==> src/rtl/bsa_pkg.sv <==
// Shared types and constants of the bitmap slot allocator.
package bsa_pkg;

  // Field widths
  localparam int IDX_W = 10;
  localparam int CNT_W = 11;
  localparam int WIU_W = 5;

  // Largest number of words the words_in_use register can name
  localparam int MAX_ACTIVE = (1 << WIU_W) - 1;

  // Configuration register reset value
  localparam logic [WIU_W-1:0] WIU_RESET = 5'd16;

  // Configuration port address width and register index
  localparam int PADDR_W = 3;
  localparam logic REG_WORDS_IN_USE = 1'b0;

  // Commands
  localparam logic CMD_ALLOC = 1'b0;
  localparam logic CMD_FREE  = 1'b1;

  // Status codes
  localparam logic [1:0] ST_OK      = 2'd0;
  localparam logic [1:0] ST_FULL    = 2'd1;
  localparam logic [1:0] ST_BADFREE = 2'd2;

  typedef struct packed {
    logic             command;
    logic [IDX_W-1:0] free_index;
  } req_t;

  typedef struct packed {
    logic [1:0]       status;
    logic [IDX_W-1:0] granted_index;
    logic [CNT_W-1:0] used_count;
  } rsp_t;

endpackage

==> src/rtl/bsa_stream_ifs.sv <==
// Request and response stream interfaces of the bitmap slot allocator.
interface bsa_req_if;
  import bsa_pkg::*;

  logic valid;
  logic ready;
  req_t data;

  modport source(output valid, output data, input ready);
  modport sink(input valid, input data, output ready);
endinterface

interface bsa_rsp_if;
  import bsa_pkg::*;

  logic valid;
  logic ready;
  rsp_t data;

  modport source(output valid, output data, input ready);
  modport sink(input valid, input data, output ready);
endinterface

==> src/rtl/bitmap_slot_allocator_top.sv <==
// Bitmap slot allocator: sequencer, bitmap memory, output register and APB register.
//
//   Channel   Dir   Handshake          Payload
//   req       in    valid/ready        command, free_index
//   rsp       out   valid/ready        status, granted_index, used_count
//   apb       in    psel/penable       words_in_use at byte address 0
//
// Allocate: tests the hinted word first; on a hint miss the downward scan probes
// one word at a time from the highest word in use, through the single bitmap read port.
// Free: S_MUL and S_DIV split the index into word and bit by reciprocal multiply.
// Reset: clears the per-word valid flags; no clearing pass over the bitmap.
// A new transaction is taken while a result waits in the output register; the
// next result holds in its final step until that register is free.
module bitmap_slot_allocator_top #(
  parameter int WORD_BITS = 64,
  parameter int NUM_WORDS = 16
) (
  input  logic                         clk,
  input  logic                         rst,
  bsa_req_if.sink                      req,
  bsa_rsp_if.source                    rsp,
  input  logic                         psel,
  input  logic                         penable,
  input  logic                         pwrite,
  input  logic [bsa_pkg::PADDR_W-1:0]  paddr,
  input  logic [31:0]                  pwdata,
  output logic [31:0]                  prdata,
  output logic                         pready
);
  import bsa_pkg::*;

  localparam int ACT_MAX     = (NUM_WORDS > MAX_ACTIVE) ? MAX_ACTIVE : NUM_WORDS;
  localparam int AW          = (ACT_MAX > 1) ? $clog2(ACT_MAX) : 1;
  localparam int BW          = $clog2(WORD_BITS);
  localparam int RECIP_SHIFT = 20;
  localparam int RECIP       = (1 << RECIP_SHIFT) / WORD_BITS + 1;
  localparam int RW          = $clog2(RECIP + 1);
  localparam int PW          = IDX_W + RW;
  localparam int GW          = 16;

  typedef enum logic [2:0] {
    S_IDLE,
    S_CHECK,
    S_MUL,
    S_DIV,
    S_FCHK
  } state_t;

  state_t state, state_next;

  logic [WIU_W-1:0]     words_in_use;
  logic [AW-1:0]        hint_word, hint_next;
  logic [AW-1:0]        cur_w, cur_w_next;
  logic [CNT_W-1:0]     slot_count, count_next;
  logic                 scanning, scanning_next;
  logic [IDX_W-1:0]     idx, idx_next;
  logic [PW-1:0]        prod, prod_next;
  logic [IDX_W-1:0]     qd, qd_next;
  logic                 q_ok, q_ok_next;

  logic [WORD_BITS-1:0] used_map [ACT_MAX];
  logic [ACT_MAX-1:0]   map_valid;
  logic [WORD_BITS-1:0] rd_data;
  logic                 rd_valid;

  logic                 out_valid;
  logic [1:0]           out_status;
  logic [IDX_W-1:0]     out_granted;
  logic [CNT_W-1:0]     out_count;

  logic [WIU_W-1:0]     nw;
  logic [WORD_BITS-1:0] word;
  logic                 full;
  logic                 hit;
  logic [BW-1:0]        lz;
  logic                 out_free;
  logic [IDX_W-1:0]     q;
  logic [IDX_W-1:0]     rem;
  logic [BW-1:0]        bsel;
  logic [WORD_BITS-1:0] bit_mask;
  logic                 wr_en;
  logic [WORD_BITS-1:0] wr_data;
  logic                 finish;
  logic [1:0]           fin_status;
  logic [IDX_W-1:0]     fin_granted;

  function automatic logic [BW-1:0] lowest_zero(input logic [WORD_BITS-1:0] w);
    logic [BW-1:0] b;
    b = '0;
    for (int i = WORD_BITS - 1; i >= 0; i--) begin
      if (!w[i]) b = BW'(i);
    end
    return b;
  endfunction

  // Clamp the word count to what the memory holds
  assign nw = (words_in_use > WIU_W'(ACT_MAX)) ? WIU_W'(ACT_MAX) : words_in_use;

  // Word under test; a never-written word reads as all free
  assign word     = rd_valid ? rd_data : '0;
  assign full     = &word;
  assign hit      = !full && (WIU_W'(cur_w) < nw);
  assign lz       = lowest_zero(word);
  assign out_free = !out_valid || rsp.ready;

  // Split the free index into word and bit
  assign q        = IDX_W'(prod >> RECIP_SHIFT);
  assign rem      = idx - qd;
  assign bsel     = BW'(rem);
  assign bit_mask = WORD_BITS'(1) << bsel;

  assign req.ready = (state == S_IDLE);

  // Sequencer
  always_comb begin
    state_next    = state;
    cur_w_next    = cur_w;
    hint_next     = hint_word;
    count_next    = slot_count;
    scanning_next = scanning;
    idx_next      = idx;
    prod_next     = prod;
    qd_next       = qd;
    q_ok_next     = q_ok;
    wr_en         = 1'b0;
    wr_data       = word;
    finish        = 1'b0;
    fin_status    = ST_OK;
    fin_granted   = '0;
    case (state)
      S_IDLE: begin
        if (req.valid) begin
          idx_next = req.data.free_index;
          if (req.data.command == CMD_ALLOC) begin
            state_next = S_CHECK;
            if (WIU_W'(hint_word) < nw) begin
              cur_w_next    = hint_word;
              scanning_next = 1'b0;
            end else begin
              cur_w_next    = (nw != '0) ? AW'(nw - 5'd1) : '0;
              scanning_next = 1'b1;
            end
          end else begin
            state_next = S_MUL;
          end
        end
      end
      S_CHECK: begin
        if (hit) begin
          if (out_free) begin
            wr_en       = 1'b1;
            wr_data     = word | (WORD_BITS'(1) << lz);
            count_next  = slot_count + 1'b1;
            hint_next   = cur_w;
            finish      = 1'b1;
            fin_status  = ST_OK;
            fin_granted = IDX_W'(GW'(cur_w) * GW'(WORD_BITS) + GW'(lz));
            state_next  = S_IDLE;
          end
        end else if (!scanning) begin
          scanning_next = 1'b1;
          cur_w_next    = AW'(nw - 5'd1);
        end else if (cur_w == '0) begin
          if (out_free) begin
            finish     = 1'b1;
            fin_status = ST_FULL;
            state_next = S_IDLE;
          end
        end else begin
          cur_w_next = cur_w - 1'b1;
        end
      end
      S_MUL: begin
        prod_next  = PW'(idx) * PW'(RECIP);
        state_next = S_DIV;
      end
      S_DIV: begin
        qd_next    = IDX_W'(GW'(q) * GW'(WORD_BITS));
        q_ok_next  = q < IDX_W'(nw);
        cur_w_next = (q < IDX_W'(nw)) ? AW'(q) : '0;
        state_next = S_FCHK;
      end
      S_FCHK: begin
        if (out_free) begin
          finish     = 1'b1;
          state_next = S_IDLE;
          if (q_ok && word[bsel]) begin
            wr_en      = 1'b1;
            wr_data    = word & ~bit_mask;
            count_next = slot_count - 1'b1;
            fin_status = ST_OK;
          end else begin
            fin_status = ST_BADFREE;
          end
        end
      end
      default: begin
        state_next = S_IDLE;
      end
    endcase
  end

  // Hold state, control registers and the output register
  always_ff @(posedge clk) begin
    if (rst) begin
      state        <= S_IDLE;
      hint_word    <= '0;
      cur_w        <= '0;
      slot_count   <= '0;
      scanning     <= 1'b0;
      map_valid    <= '0;
      out_valid    <= 1'b0;
      words_in_use <= WIU_RESET;
    end else begin
      state      <= state_next;
      hint_word  <= hint_next;
      cur_w      <= cur_w_next;
      slot_count <= count_next;
      scanning   <= scanning_next;
      if (wr_en) map_valid[cur_w] <= 1'b1;
      if (finish) begin
        out_valid   <= 1'b1;
        out_status  <= fin_status;
        out_granted <= fin_granted;
        out_count   <= count_next;
      end else if (rsp.ready) begin
        out_valid <= 1'b0;
      end
      if (psel && penable && pwrite && pready && (paddr[2] == REG_WORDS_IN_USE)) begin
        words_in_use <= pwdata[WIU_W-1:0];
      end
    end
  end

  // Payload registers
  always_ff @(posedge clk) begin
    idx  <= idx_next;
    prod <= prod_next;
    qd   <= qd_next;
    q_ok <= q_ok_next;
  end

  // Bitmap memory: one write port, one registered read port
  always_ff @(posedge clk) begin
    if (wr_en) used_map[cur_w] <= wr_data;
    rd_data  <= used_map[cur_w_next];
    rd_valid <= map_valid[cur_w_next];
  end

  assign rsp.valid              = out_valid;
  assign rsp.data.status        = out_status;
  assign rsp.data.granted_index = out_granted;
  assign rsp.data.used_count    = out_count;

  // APB read and ready
  assign pready = 1'b1;
  assign prdata = (paddr[2] == REG_WORDS_IN_USE) ? 32'(words_in_use) : '0;

`ifndef SYNTHESIS
  // Each bitmap write flips exactly one slot
  a_one_bit_write: assert property (@(posedge clk) disable iff (rst)
    wr_en |-> $countones(wr_data ^ word) == 1)
    else $error("bitmap write changes other than one bit");

  // The slot count moves only together with a bitmap write
  a_count_with_write: assert property (@(posedge clk) disable iff (rst)
    (!$past(rst) && slot_count != $past(slot_count)) |-> $past(wr_en))
    else $error("slot count changed without a bitmap write");

  // Writes happen only in a final step with room in the output register
  a_write_at_finish: assert property (@(posedge clk) disable iff (rst)
    wr_en |-> ((state == S_CHECK || state == S_FCHK) && out_free && finish))
    else $error("bitmap write outside a finishing step");

  // An out-of-slots result grants nothing
  a_full_no_grant: assert property (@(posedge clk) disable iff (rst)
    (rsp.valid && rsp.data.status == ST_FULL) |-> rsp.data.granted_index == '0)
    else $error("out-of-slots result carries a granted index");
`endif

endmodule

==> src/flat_wrapper.sv <==
// flat-port wrapper written by rule: the top's interface ports become plain ports
module bitmap_slot_allocator_top_flat import bsa_pkg::*;
#(
  parameter int WORD_BITS = 64,
  parameter int NUM_WORDS = 16
)
  (clk, rst, psel, penable, pwrite, paddr, pwdata, prdata, pready, req_valid, req_data, req_ready, rsp_valid, rsp_data, rsp_ready);
  bsa_req_if req_i ();
  bsa_rsp_if rsp_i ();
  input  logic clk;
  input  logic rst;
  input  logic psel;
  input  logic penable;
  input  logic pwrite;
  input  logic [bsa_pkg::PADDR_W-1:0] paddr;
  input  logic [31:0] pwdata;
  output logic [31:0] prdata;
  output logic pready;
  input wire logic [$bits(req_i.valid)-1:0] req_valid;
  input wire logic [$bits(req_i.data)-1:0] req_data;
  output wire logic [$bits(req_i.ready)-1:0] req_ready;
  output wire logic [$bits(rsp_i.valid)-1:0] rsp_valid;
  output wire logic [$bits(rsp_i.data)-1:0] rsp_data;
  input wire logic [$bits(rsp_i.ready)-1:0] rsp_ready;
  assign req_i.valid = req_valid;
  assign req_i.data = req_data;
  assign req_ready = req_i.ready;
  assign rsp_valid = rsp_i.valid;
  assign rsp_data = rsp_i.data;
  assign rsp_i.ready = rsp_ready;
  bitmap_slot_allocator_top #(.WORD_BITS(WORD_BITS), .NUM_WORDS(NUM_WORDS)) u_core (.clk(clk), .rst(rst), .req(req_i), .rsp(rsp_i), .psel(psel), .penable(penable), .pwrite(pwrite), .paddr(paddr), .pwdata(pwdata), .prdata(prdata), .pready(pready));
endmodule
==> config.mk <==
export PLATFORM = sky130hd
export DESIGN_NAME = bitmap_slot_allocator_top_flat
export DESIGN_NICKNAME = d
export VERILOG_FILES = /design/src/rtl/bsa_pkg.sv /design/src/rtl/bsa_stream_ifs.sv /design/src/rtl/bitmap_slot_allocator_top.sv /design/src/flat_wrapper.sv
export SDC_FILE = /design/constraint.sdc
export NUM_CORES = 2
export LEC_CHECK = 0
export BUFFER_PORTS_ARGS = -buffer_cell sky130_fd_sc_hd__buf_2
export CAP_MARGIN = 15
export CORE_ASPECT_RATIO = 1.1
export CORE_UTILIZATION = 45
export CTS_CLUSTER_DIAMETER = 200
export CTS_CLUSTER_SIZE = 14
export DETAILED_ROUTE_END_ITERATION = 8
export PLACE_DENSITY_LB_ADDON = 0.12
export SKIP_CTS_REPAIR_TIMING = 1
export SLEW_MARGIN = 20
export SYNTH_ARGS = -nofsm -noshare
export SYNTH_HDL_FRONTEND = slang
export SYNTH_SLANG_ARGS = --single-unit
export TNS_END_PERCENT = 10
==> constraint.sdc <==
create_clock -name clk -period 20.5 [get_ports clk]
set_clock_uncertainty 0.05 [all_clocks]
set_input_delay 2.05 -clock clk [delete_from_list [all_inputs] [get_ports clk]]
set_output_delay 2.05 -clock clk [all_outputs]
set_load 0.005 [all_outputs]
==> results.yml <==
clock_network:
  path_clk_slew_ns: 0.07
  ctsLongestPathBuffers: 3
  cts_buffers: 93
  clockRootBuffer: "clkbuf_16"
  clk_latency_ns: 0.69
  cts_tree: "yes"
  clock-sinks: 1172
  htreeDepth: 3
floorplan:
  initial_core_util_pct: 45.3
  die-area_um2: 108000
  die_h_um: 344
  core_um2: 105000
  fp-row-count: 125
  die_w_um: 313
  ios: 111
placement:
  dp_slack_ns: 11.81
  place_congestion: 0.919
  dp_cells: 4327
  io_buffers: 53
  dp_hpwl_um: 72100
synthesis:
  ys.flop_type: "edfxtp_1"
  synth_top_area_share_pct: 66.7
  synth_edf_count: 1062
  synthArstFlopShare_pct: 0
  yosysSeqAreaShare_pct: 71.3
  synth_seq_cells: 1172
  synth_warnings: 0
  synth_area_um2: 47800
  synthCells: 2955
  syn_avg_cell_area_um2: 16.2
  synth_cell_type_count: 77
  yosysTopAreaCell: "edfxtp_1"
  synth_area_leaders: "edfxtp_1 (67%), mux2_2 (8.9%), dfxtp_1 (4.6%), mux2_1 (3.6%), o22ai_1 (3.6%)"
sta:
  fin_ws_ns: 11.96
  rsz0062_at_grt: "no"
  timing.final.crit_share_pct: 41.6
  slew_viol_final: 0
  setup_tns_ns: 0
  min_period_ns: 8.54
  max-slew-margin-rel_pct: 22.1
  hold_viol: 0
  setup_viol: 0
  fmax_mhz: 117
  tightest_slew_ns: 1.17
pwr:
  pwr_density_cell_nw_per_um2: 95.2
  p_sw_mw: 1.21
  leakage_nw: 17.0
  swShare_pct: 24.2
  ir_drop_v: 0.0000748
  seqPwrFrac_pct: 56.5
  combPwrFrac_pct: 9.9
  clkPwrFrac_pct: 33.6
  p_int_mw: 3.79
worst_setup_path:
  cp-end-kind: "register"
  worstSetupPathType: "register to register"
  crit_fanout: 83
  worst_ep_arrival_time_ns: 9.00
  critPathSlowestCell: "buf_4"
  max_stage_delay_ns: 0.93
  start_kind: "register"
  crit_path_frequent_cell: "buf_4"
  cp.required_ns: 20.97
  cp_cell_sequence: "buf_4 -> nand2_1 -> or4_4 -> nor2_2 -> a31o_2 -> o21ai_2 -> a2111oi_4 -> buf_4 -> buf_6 -> buf_4 -> buf_4 -> buf_4 -> mux2_2 -> o22ai_1 -> nor4_2"
final_layout:
  fill_cells: 8822
  drive_gt1_share_pct: 23.5
  area_delta_synth_final_pct: 9.98
  finalNonFillerCells: 4498
  antenna_cells: 0
  final_nets: 3097
  utilization_pct: 49.9
global_routing:
  grt_pass1_vias: 26900
  grt_pass1_wl_um: 186000
  antenna_found_initial: 2
  grt_remaining_overflow: 0
  track_usage_pct: 23.9
  grt_max_degree: 84
drt:
  ant_nets: 0
  drc: 0
  viasPerCell: 5.99
  wl_um: 130000
  dr.pass1.iters: 5
  routedWlPerCell_um: 28.8
  vias: 26900
  drt_iter0_markers: 2315
outcome:
  status: "finished clean"
run:
  drv_cap: 0
min_path:
  worstHoldPathType: "register to register"
## sequential cells by signal (all words and copies together), names as in the netlist
| signal | flops |
|---|---|
| u_core.scanning | 1 |
| u_core.map_valid | 16 |
| u_core.rsp.valid | 1 |
| u_core.cur_w | 4 |
| u_core.prod | 4 |
| u_core.hint_word | 4 |
| u_core.out_granted | 10 |
| u_core.words_in_use | 5 |
| u_core.idx | 10 |
| u_core.state | 3 |
| u_core.q_ok | 1 |
| u_core.out_count | 11 |
| u_core.rd_data | 64 |
| u_core.slot_count | 11 |
| u_core.out_status | 2 |
| u_core.used_map | 1024 |
| u_core.rd_valid | 1 |
## power by group through the flow
stage,combinational [mW],clock (mW),sequential [mW]
after CTS,0.491,1.72,2.83
after global placement,0.475,0,2.88
final,0.494,1.68,2.83
after global routing,0.533,1.80,2.83
after floorplan,0.315,0,2.84
after detailed placement,0.489,0,2.88
## cell usage after synthesis, types with 4 or more instances
master / instances
mux2i_1: 10
and3_1: 18
o31ai_1: 5
nand4_1: 11
dfxtp_1: 110
o211ai_1: 40
o21ai_0: 75
nand2b_1: 5
ha_1: 16
a32oi_1: 10
mux4_2: 7
nand3_1: 32
buf_4: 34
nor3_1: 11
or3_1: 10
and2_1: 20
inv_1: 30
nor2b_1: 17
a31oi_1: 8
edfxtp_1: 1062
buf_2: 69
o21a_1: 18
nor2_1: 96
nor4_2: 51
xnor2_1: 12
clkbuf_1: 84
nand2_1: 110
o22ai_1: 273
nor4_1: 22
a22oi_1: 8
a211oi_1: 5
and4_1: 13
mux2_1: 152
mux2_2: 377
or3b_2: 5
a221oi_1: 5
a21oi_1: 46
nor3b_1: 11
a21o_1: 4
## worst paths after layout
check	to	cells after the start	from	slack, ns
hold reg to reg	u_core.prod[22]	0	u_core.idx[8]	0.38
setup / recovery	u_core.rd_data[33]	15	u_core.rd_valid	11.96
hold / removal	u_core.prod[22]	0	u_core.idx[8]	0.38
setup reg to reg	u_core.rd_data[33]	15	u_core.rd_valid	11.96
## layout by cell type, fill, tap and decap left out, types with 43 or more instances in the layout
cell type,instances
a21oi_1,43
buf_2,53
buf_4,85
clkbuf_1,71
clkbuf_16,95
dfxtp_1,109
edfxtp_1,1062
mux2_1,152
mux2_2,377
nand2_1,110
nor2_1,95
nor4_2,52
o21ai_0,73
o22ai_1,267
## cell type report
| class | instances | area [µm²] | share of cell area (%) |
|---|---|---|---|
| flip-flops and latches | 1172 | 34100 | 64.8 |
| multi-input cells | 1589 | 13000 | 24.7 |
| clock buffers | 166 | 2640 | 5.03 |
| well taps | 1397 | 1750 | 3.32 |
| repair buffers | 142 | 938 | 1.78 |
| inverters | 30 | 113 | 0.214 |
| clock inverters | 2 | 38.8 | 0.0738 |
## routing by layer
metal,up-vias,share of wire (%),global-route usage [%]
met5,-,0,0
met4,0,2.4,6.87
met3,191,5.3,2.77
met2,873,49,40.4
met1,14000,43,32.8
li1,11800,-,-
## critical path, delay by kind of cell, from the launching register on
family | cells | cell delay (ns)
compound gates | 4 | 0.88
buf+inv | 6 | 4.56
mux | 1 | 0.31
flops | 1 | 0.51
simple gates | 4 | 1.73
## logic make-up after synthesis
group,Yosys count,synth area share [%]
AND/OR/NAND/NOR,452,5.62
other,2,0.0157
multiplexers,546,13.0
XOR/XNOR,13,0.238
buffers and inverters,220,2.18
adder cells (fa/ha/maj),16,0.419
AO/OA/AOI/OAI,534,7.21
flip-flops,1172,71.3
## stage by stage
| step | hold slack (ns) | area, µm² | power [mW] |
|---|---|---|---|
| after floorplan | 0.350 | 47900 | 3.15 |
| after global placement | 0.367 | 49800 | 3.35 |
| after detailed placement | 0.360 | 49800 | 3.37 |
| after CTS | 0.388 | 52500 | 5.04 |
| after global routing | 0.388 | 52600 | 5.17 |
| final | 0.381 | 52600 | 5.01 |
(Power assumes the default switching activity.)
